**config.mk**
```make
export PLATFORM = sky130hd
export DESIGN_NAME = positional_list_insert_delete
export DESIGN_NICKNAME = d
export VERILOG_FILES = /design/src/rtl/core/pli_pkg.sv /design/src/rtl/core/pli_cell.sv /design/src/rtl/core/positional_list_insert_delete.sv
export SDC_FILE = /design/constraint.sdc
export NUM_CORES = 2
export LEC_CHECK = 0
export ABC_AREA = 1
export ABC_CLOCK_PERIOD_IN_PS = 10800
export CAP_MARGIN = 20
export CORE_AREA = 2 2 322 324
export CTS_CLUSTER_DIAMETER = 120
export CTS_CLUSTER_SIZE = 10
export DETAILED_ROUTE_END_ITERATION = 10
export DIE_AREA = 0 0 324 326
export DONT_BUFFER_PORTS = 1
export PLACE_DENSITY = 0.65
export SLEW_MARGIN = 5
export SYNTH_ARGS = -nofsm -noshare
export SYNTH_HDL_FRONTEND = slang
export SYNTH_HIERARCHICAL = 1
export SYNTH_SLANG_ARGS = --single-unit
```
**constraint.sdc**
```tcl
create_clock -name clock -period 10.8 [get_ports clock]
set_input_delay 0.54 -clock clock [delete_from_list [all_inputs] [get_ports clock]]
set_output_delay 0.54 -clock clock [all_outputs]
set_load 0.01 [all_outputs]
```
**src/rtl/core/pli_pkg.sv**
```systemverilog
// ----------------------------------------------------------------------------
// pli_pkg: shared types and constants
// Sizes, mode and status codes, and the control word that drives the row of
// list cells.
// ----------------------------------------------------------------------------
package pli_pkg;

   localparam int DEPTH         = 16;
   localparam int VALUE_W       = 32;
   localparam int POS_W         = 8;
   localparam int ENTRY_COUNT_W = 5;
   localparam int CNT_W         = $clog2(DEPTH + 1);
   localparam int CMP_W         = ((POS_W > CNT_W) ? POS_W : CNT_W) + 1;

   localparam logic [1:0] MODE_INSERT = 2'd0;
   localparam logic [1:0] MODE_DELETE = 2'd1;
   localparam logic [1:0] MODE_DUMP   = 2'd2;

   localparam logic [1:0] STATUS_DONE  = 2'd0;
   localparam logic [1:0] STATUS_RANGE = 2'd1;
   localparam logic [1:0] STATUS_FULL  = 2'd2;

   typedef enum logic {
      ST_IDLE,
      ST_DUMP
   } state_type;

   typedef enum logic [1:0] {
      CELL_HOLD,
      CELL_INSERT,
      CELL_DELETE,
      CELL_ROTATE
   } cell_op_type;

   typedef struct packed {
      cell_op_type               op;
      logic [CNT_W-1:0]          pos;
      logic [CNT_W-1:0]          cnt;
      logic signed [VALUE_W-1:0] value;
   } cell_ctl_type;

endpackage

```
**src/rtl/core/pli_cell.sv**
```systemverilog
// ----------------------------------------------------------------------------
// pli_cell: one list slot
// Holds one entry and each cycle keeps it, loads the broadcast value, or
// takes the entry of its left or right neighbor.
// ----------------------------------------------------------------------------
module pli_cell (
   input  logic                              clock,
   input  pli_pkg::cell_ctl_type             ctl,
   input  logic [pli_pkg::CNT_W-1:0]         index,
   input  logic signed [pli_pkg::VALUE_W-1:0] left_value,
   input  logic signed [pli_pkg::VALUE_W-1:0] right_value,
   output logic signed [pli_pkg::VALUE_W-1:0] entry_ff
);

   logic signed [pli_pkg::VALUE_W-1:0] entry_in;
   logic [pli_pkg::CNT_W:0]            index_next;

   assign index_next = {1'b0, index} + {{pli_pkg::CNT_W{1'b0}}, 1'b1};

   always_comb begin
      entry_in = entry_ff;
      unique case (ctl.op)
         pli_pkg::CELL_HOLD: begin
            entry_in = entry_ff;
         end
         pli_pkg::CELL_INSERT: begin
            if (index == ctl.pos) begin
               entry_in = ctl.value;
            end else if (index > ctl.pos && index <= ctl.cnt) begin
               entry_in = left_value;
            end
         end
         pli_pkg::CELL_DELETE: begin
            if (index >= ctl.pos && index_next < {1'b0, ctl.cnt}) begin
               entry_in = right_value;
            end
         end
         pli_pkg::CELL_ROTATE: begin
            // head entry wraps around to the tail of the used part
            if (index_next < {1'b0, ctl.cnt}) begin
               entry_in = right_value;
            end else if (index_next == {1'b0, ctl.cnt}) begin
               entry_in = ctl.value;
            end
         end
         default: begin
            entry_in = entry_ff;
         end
      endcase
   end

   always_ff @(posedge clock) begin
      entry_ff <= entry_in;
   end

endmodule

```
**src/rtl/core/positional_list_insert_delete.sv**
```systemverilog
// ----------------------------------------------------------------------------
// positional_list_insert_delete: ordered list with positional insert/delete
// Row of entry cells under a small controller with a registered result word.
// ----------------------------------------------------------------------------
// The list lives in a row of DEPTH cells; an insert or delete shifts all
// cells at once and gives one result word. A dump gives one word per entry,
// one per cycle while the result register is free, by rotating the used
// cells through the head cell; after count rotations the list is back in
// order. A dump of an empty list gives a single word, and no new request
// is taken until the last word of a dump is registered. Each word shows up
// on the response side the cycle after it is made. There is a single result
// register: a new request is taken only when that register is empty or its
// word is taken in the same cycle, so a stalled response side holds off the
// request side, and a dump waits while the response side stalls.
module positional_list_insert_delete (
   input  logic                                clock,
   input  logic                                reset,
   input  logic                                req_valid,
   output logic                                req_ready,
   input  logic [1:0]                          req_mode,
   input  logic [pli_pkg::POS_W-1:0]           req_position,
   input  logic signed [pli_pkg::VALUE_W-1:0]  req_value,
   output logic                                rsp_valid,
   input  logic                                rsp_ready,
   output logic signed [pli_pkg::VALUE_W-1:0]  rsp_entry_value,
   output logic [pli_pkg::ENTRY_COUNT_W-1:0]   rsp_entry_count,
   output logic [1:0]                          rsp_status,
   output logic                                rsp_last
);

   pli_pkg::state_type                   state_ff, state_in;
   logic [pli_pkg::CNT_W-1:0]            count_ff, count_in;
   logic [pli_pkg::CNT_W-1:0]            remaining_ff, remaining_in;
   logic                                 rsp_valid_ff, rsp_valid_in;
   logic signed [pli_pkg::VALUE_W-1:0]   rsp_value_ff, rsp_value_in;
   logic [pli_pkg::CNT_W-1:0]            rsp_count_ff, rsp_count_in;
   logic [1:0]                           rsp_status_ff, rsp_status_in;
   logic                                 rsp_last_ff, rsp_last_in;
   logic                                 rsp_load;

   pli_pkg::cell_ctl_type                ctl;
   logic signed [pli_pkg::VALUE_W-1:0]   entries [pli_pkg::DEPTH];

   logic                                 slot_free;
   logic                                 accept;
   logic [pli_pkg::CMP_W-1:0]            pos_ext;
   logic [pli_pkg::CMP_W-1:0]            cnt_ext;
   logic [pli_pkg::CNT_W-1:0]            pos_clamp;
   logic                                 full;

   assign slot_free = !rsp_valid_ff || rsp_ready;
   assign req_ready = !reset && (state_ff == pli_pkg::ST_IDLE) && slot_free;
   assign accept    = req_valid && req_ready;

   assign pos_ext   = pli_pkg::CMP_W'(req_position);
   assign cnt_ext   = pli_pkg::CMP_W'(count_ff);
   assign pos_clamp = (pos_ext > cnt_ext) ? count_ff : pli_pkg::CNT_W'(req_position);
   assign full      = (count_ff == pli_pkg::CNT_W'(pli_pkg::DEPTH));

   for (genvar i = 0; i < pli_pkg::DEPTH; i++) begin : g_cell
      logic signed [pli_pkg::VALUE_W-1:0] left_value;
      logic signed [pli_pkg::VALUE_W-1:0] right_value;

      if (i == 0) begin : g_head
         assign left_value = '0;
      end else begin : g_body
         assign left_value = entries[i-1];
      end

      if (i == pli_pkg::DEPTH - 1) begin : g_tail
         assign right_value = '0;
      end else begin : g_inner
         assign right_value = entries[i+1];
      end

      pli_cell u_cell (
         .clock       (clock),
         .ctl         (ctl),
         .index       (pli_pkg::CNT_W'(i)),
         .left_value  (left_value),
         .right_value (right_value),
         .entry_ff    (entries[i])
      );
   end

   always_ff @(posedge clock) begin
      if (reset) begin
         state_ff <= pli_pkg::ST_IDLE;
      end else begin
         state_ff <= state_in;
      end
   end

   always_comb begin
      state_in      = state_ff;
      count_in      = count_ff;
      remaining_in  = remaining_ff;
      rsp_load      = 1'b0;
      rsp_value_in  = '0;
      rsp_count_in  = count_ff;
      rsp_status_in = pli_pkg::STATUS_DONE;
      rsp_last_in   = 1'b1;
      ctl.op        = pli_pkg::CELL_HOLD;
      ctl.pos       = pos_clamp;
      ctl.cnt       = count_ff;
      ctl.value     = req_value;

      unique case (state_ff)
         pli_pkg::ST_IDLE: begin
            if (accept) begin
               rsp_load = 1'b1;
               unique case (req_mode)
                  pli_pkg::MODE_INSERT: begin
                     if (full) begin
                        rsp_status_in = pli_pkg::STATUS_FULL;
                     end else begin
                        ctl.op       = pli_pkg::CELL_INSERT;
                        count_in     = count_ff + 1'b1;
                        rsp_count_in = count_in;
                     end
                  end
                  pli_pkg::MODE_DELETE: begin
                     if (pos_ext >= cnt_ext) begin
                        rsp_status_in = pli_pkg::STATUS_RANGE;
                     end else begin
                        ctl.op       = pli_pkg::CELL_DELETE;
                        count_in     = count_ff - 1'b1;
                        rsp_count_in = count_in;
                     end
                  end
                  pli_pkg::MODE_DUMP: begin
                     if (count_ff != '0) begin
                        // first word comes from the head cell, then rotate
                        ctl.op       = pli_pkg::CELL_ROTATE;
                        ctl.value    = entries[0];
                        rsp_value_in = entries[0];
                        rsp_last_in  = (count_ff == pli_pkg::CNT_W'(1));
                        remaining_in = count_ff - 1'b1;
                        if (count_ff != pli_pkg::CNT_W'(1)) begin
                           state_in = pli_pkg::ST_DUMP;
                        end
                     end
                  end
                  default: begin
                     rsp_status_in = pli_pkg::STATUS_DONE;
                  end
               endcase
            end
         end
         pli_pkg::ST_DUMP: begin
            if (slot_free) begin
               rsp_load     = 1'b1;
               ctl.op       = pli_pkg::CELL_ROTATE;
               ctl.value    = entries[0];
               rsp_value_in = entries[0];
               rsp_last_in  = (remaining_ff == pli_pkg::CNT_W'(1));
               remaining_in = remaining_ff - 1'b1;
               if (remaining_ff == pli_pkg::CNT_W'(1)) begin
                  state_in = pli_pkg::ST_IDLE;
               end
            end
         end
         default: begin
            state_in = pli_pkg::ST_IDLE;
         end
      endcase
   end

   assign rsp_valid_in = rsp_load || (rsp_valid_ff && !rsp_ready);

   always_ff @(posedge clock) begin
      if (reset) begin
         count_ff     <= '0;
         remaining_ff <= '0;
         rsp_valid_ff <= 1'b0;
      end else begin
         count_ff     <= count_in;
         remaining_ff <= remaining_in;
         rsp_valid_ff <= rsp_valid_in;
      end
   end

   always_ff @(posedge clock) begin
      if (rsp_load) begin
         rsp_value_ff  <= rsp_value_in;
         rsp_count_ff  <= rsp_count_in;
         rsp_status_ff <= rsp_status_in;
         rsp_last_ff   <= rsp_last_in;
      end
   end

   assign rsp_valid       = rsp_valid_ff;
   assign rsp_entry_value = rsp_value_ff;
   assign rsp_entry_count = pli_pkg::ENTRY_COUNT_W'(rsp_count_ff);
   assign rsp_status      = rsp_status_ff;
   assign rsp_last        = rsp_last_ff;

endmodule

```
==> results.sh <==
export IMPL_die_x_um=324
export IMPL_drc_errors=0
export IMPL_coreArea_um2=103000
export IMPL_cts_tree="done"
export IMPL_yosysTopAreaCell="edfxtp_1"
export IMPL_finalCriticalPeriod_ns=5.08
export IMPL_setup_tns_ns=0
export IMPL_drive_gt1_frac=0.0581
export IMPL_synthTopCellsByArea="edfxtp_1, nand2_1, inv_1, nand3_1, ha_1"
export IMPL_required_ns=11.09
export IMPL_viasPerCell=5.16
export IMPL_reg2regPathDepth=18
export IMPL_yosysUniqueCellTypes=45
export IMPL_grt_pass1_vias=44700
export IMPL_critPathMaxFanout=85
export IMPL_worstPathArrival_ns=5.36
export IMPL_cts_sinks=564
export IMPL_synthXorXnorAreaFrac=0.00950
export IMPL_yosysWarnings=6
export IMPL_syn_area_um2=50700
export IMPL_ant_nets=0
export IMPL_overflow=0
export IMPL_cts_hold_buffers=1
export IMPL_synth_top_cell_area_share=0.327
export IMPL_synthArstFlopShare=0
export IMPL_io_pins=88
export IMPL_fin_skew_ns=0.0311
export IMPL_synth_ff_type="edfxtp_1"
export IMPL_final_period_utilization=0.470
export IMPL_area_delta_synth_final_pct=7.26
export IMPL_vias=47400
export IMPL_yosysSeqAreaShare=0.332
export IMPL_status="complete, no violations"
export IMPL_grt_first_pass_wirelength_um=241000
export IMPL_synth_simple_gate_area_frac=0.303
export IMPL_synth_top_family_by_area="simple AND/OR/NAND/NOR gates"
export IMPL_finalMaxSlewViolations=0
export IMPL_clk_latency_ns=0.64
export IMPL_synth_edf_count=552
export IMPL_whs_path_depth=3
export IMPL_crit_path_end_kind="register"
export IMPL_synthAdderAreaFrac=0.0656
export IMPL_criticalPathCategory="register to register"
export IMPL_tightest_slew_ns=1.07
export IMPL_hold_viol_final=0
export IMPL_cts_root_buf="clkbuf_16"
export IMPL_relSlewSlack=0.286
export IMPL_synth_cells=7575
export IMPL_synth_compound_area_frac=0.122
export IMPL_antenna_found_initial=1
export IMPL_synth_area_mux_share=0
export IMPL_fin_ws_ns=5.72
export IMPL_drtIter0Drc=4947
export IMPL_multi_input_area_um2=27200
export IMPL_dieArea_um2=106000
export IMPL_synth_seq_cells=564
export IMPL_fmax_mhz=197
export IMPL_utilization=0.530
export IMPL_critPathBufInv=8
export IMPL_maxCapViolCount=0
export IMPL_cts_buffers=67
export IMPL_place_ws_ns=5.80
export IMPL_powerDensity_nw_per_um2=103
export IMPL_crit_top_cell="nand2_1"
export IMPL_regToRegSetupSlack_ns=5.72
export IMPL_dp_hpwl_um=108000
export IMPL_reg2reg_from="count_ff[3]"
export IMPL_min_path_type="input port to register"
export IMPL_clk_pin_slew_ns=0.06
export IMPL_critPathTopFamily="buffers and inverters"
export IMPL_fillCellCount=10200
export IMPL_die_y_um=326
export IMPL_cts_setup_buffers=0
export IMPL_critPathMaxStageDelay_ns=0.77
export IMPL_grt_setup_unrepaired="false"
export IMPL_diodes=0
export IMPL_place_congestion=0.892
export IMPL_holdWs_ns=0.203
export IMPL_final_cell_mix="nand2_1, inv_1, nand3_1"
export IMPL_slowest_stage="buf_4"
export IMPL_wl_per_cell_um=16.2
export IMPL_total_power_mw=5.58
export IMPL_start_kind="register"
export IMPL_rows=118
export IMPL_min_to="rsp_valid"
export IMPL_avgSynthCellArea_um2=6.70
export IMPL_grt_max_degree=97
export IMPL_p_leak_nw=26.8
export IMPL_cts_htree_levels=3
export IMPL_setup_viol=0
export IMPL_clk_path_buf_depth=3
export IMPL_layout_commonest_cell="nand2_1"
export IMPL_hp_start="rsp_ready"
export IMPL_grtUsageTotal=0.281
export IMPL_start_util=0.494
export IMPL_wirelength_um=149000
export IMPL_layout_nets=8119
export IMPL_first_pass_iters=6
export IMPL_cp_cell_sequence="buf_4, inv_1, ha_1, nand2_1, inv_1, nand2_1, nand2_1, nand2_1, nand4_2, o21ai_4, buf_4, buf_4, nand2_1, inv_1, buf_4, o21ai_1, nand2_1, buf_4"
export IMPL_io_buffers=0
export IMPL_r2r_end="g_cell[9].u_cell/entry_ff[10]"
export IMPL_cts_repair_resized=0
export IMPL_vdd_drop_max_mv=0.0909
export IMPL_regArea_um2=16800
state kept, by name (all words and copies together) (netlist names), 2 cells and up:
| register | flops |
|---|---|
| g_cell.u_cell/entry_ff | 512 |
| rsp_entry_value | 32 |
| count_ff | 5 |
| remaining_ff | 5 |
| rsp_entry_count | 5 |
| rsp_status | 2 |
layer usage:
metal  GRT usage  routed length, um  part of all wire
met1       0.392              66700              0.45
met2       0.457              68100              0.46
met3      0.0393              11200             0.075
met4      0.0709               3100             0.021
met5           0                  8          0.000054
layout make-up:
cell class,count,share of cell area
clock buffer,74,0.0325
sequential,564,0.309
clock inverter,6,0.00131
timing repair buffer,109,0.0155
tap,1380,0.0317
inverter,1598,0.110
multi-input combinational,5467,0.500
per-stage QoR:
| stage | cell area, um^2 | std cells |
|---|---|---|
| CTS | 54400 | 9198 |
| global route | 54400 | 9198 |
| floorplan | 52300 | 7991 |
| finish | 54400 | 9198 |
| global placement | 52500 | 9116 |
| detailed placement | 52600 | 9117 |
synthesized netlist by cell type (all sizes together), types with 5 or more instances:
| master | instances |
|---|---|
| nand2 | 2519 |
| inv | 1593 |
| nand3 | 836 |
| o21ai | 731 |
| edfxtp | 552 |
| buf | 278 |
| ha | 266 |
| nor2 | 231 |
| a21oi | 198 |
| o211ai | 188 |
| clkbuf | 84 |
| xor2 | 53 |
| dfxtp | 12 |
| o21bai | 8 |
| clkinv | 5 |
| nor3 | 5 |
cells by family (layout without fill, tap and decap cells):
kind of cell    count (synthesis)  in the layout
simple gates                 3598           3598
buf+inv                      1960           1787
compound gates               1130           1130
flops                         564            564
fa+ha+maj                     266            266
xor+xnor                       55             55
other cells                     2            418
worst max path at each step:
stage | start | to | slack, ns | cells after the start
after floorplan | count_ff[0] | g_cell[0].u_cell/entry_ff[0] | 2.56 | 11
after global placement | count_ff[3] | g_cell[8].u_cell/entry_ff[15] | 5.81 | 18
after detailed placement | count_ff[3] | g_cell[8].u_cell/entry_ff[15] | 5.80 | 18
after CTS | count_ff[3] | g_cell[8].u_cell/entry_ff[15] | 5.81 | 18
after global routing | count_ff[4] | g_cell[8].u_cell/entry_ff[15] | 5.44 | 16
final | count_ff[3] | g_cell[9].u_cell/entry_ff[10] | 5.72 | 18
worst register-to-register path: cells and delay by family (launching register included):
kind | cells | cell delay [ns]
buf+inv | 8 | 2.89
simple gates | 7 | 0.75
compound gates | 2 | 0.45
flops | 1 | 0.31
fa+ha+maj | 1 | 0.31
power by group:
group	switching, mW	internal (mW)	total [mW]	leakage, nW
clock network	0.947	1.16	2.10	0.902
logic	0.694	0.296	0.990	20.8
registers	0.0362	2.45	2.49	5.12
total	1.68	3.90	5.58	26.8
Power figures use the tool's default switching activity.
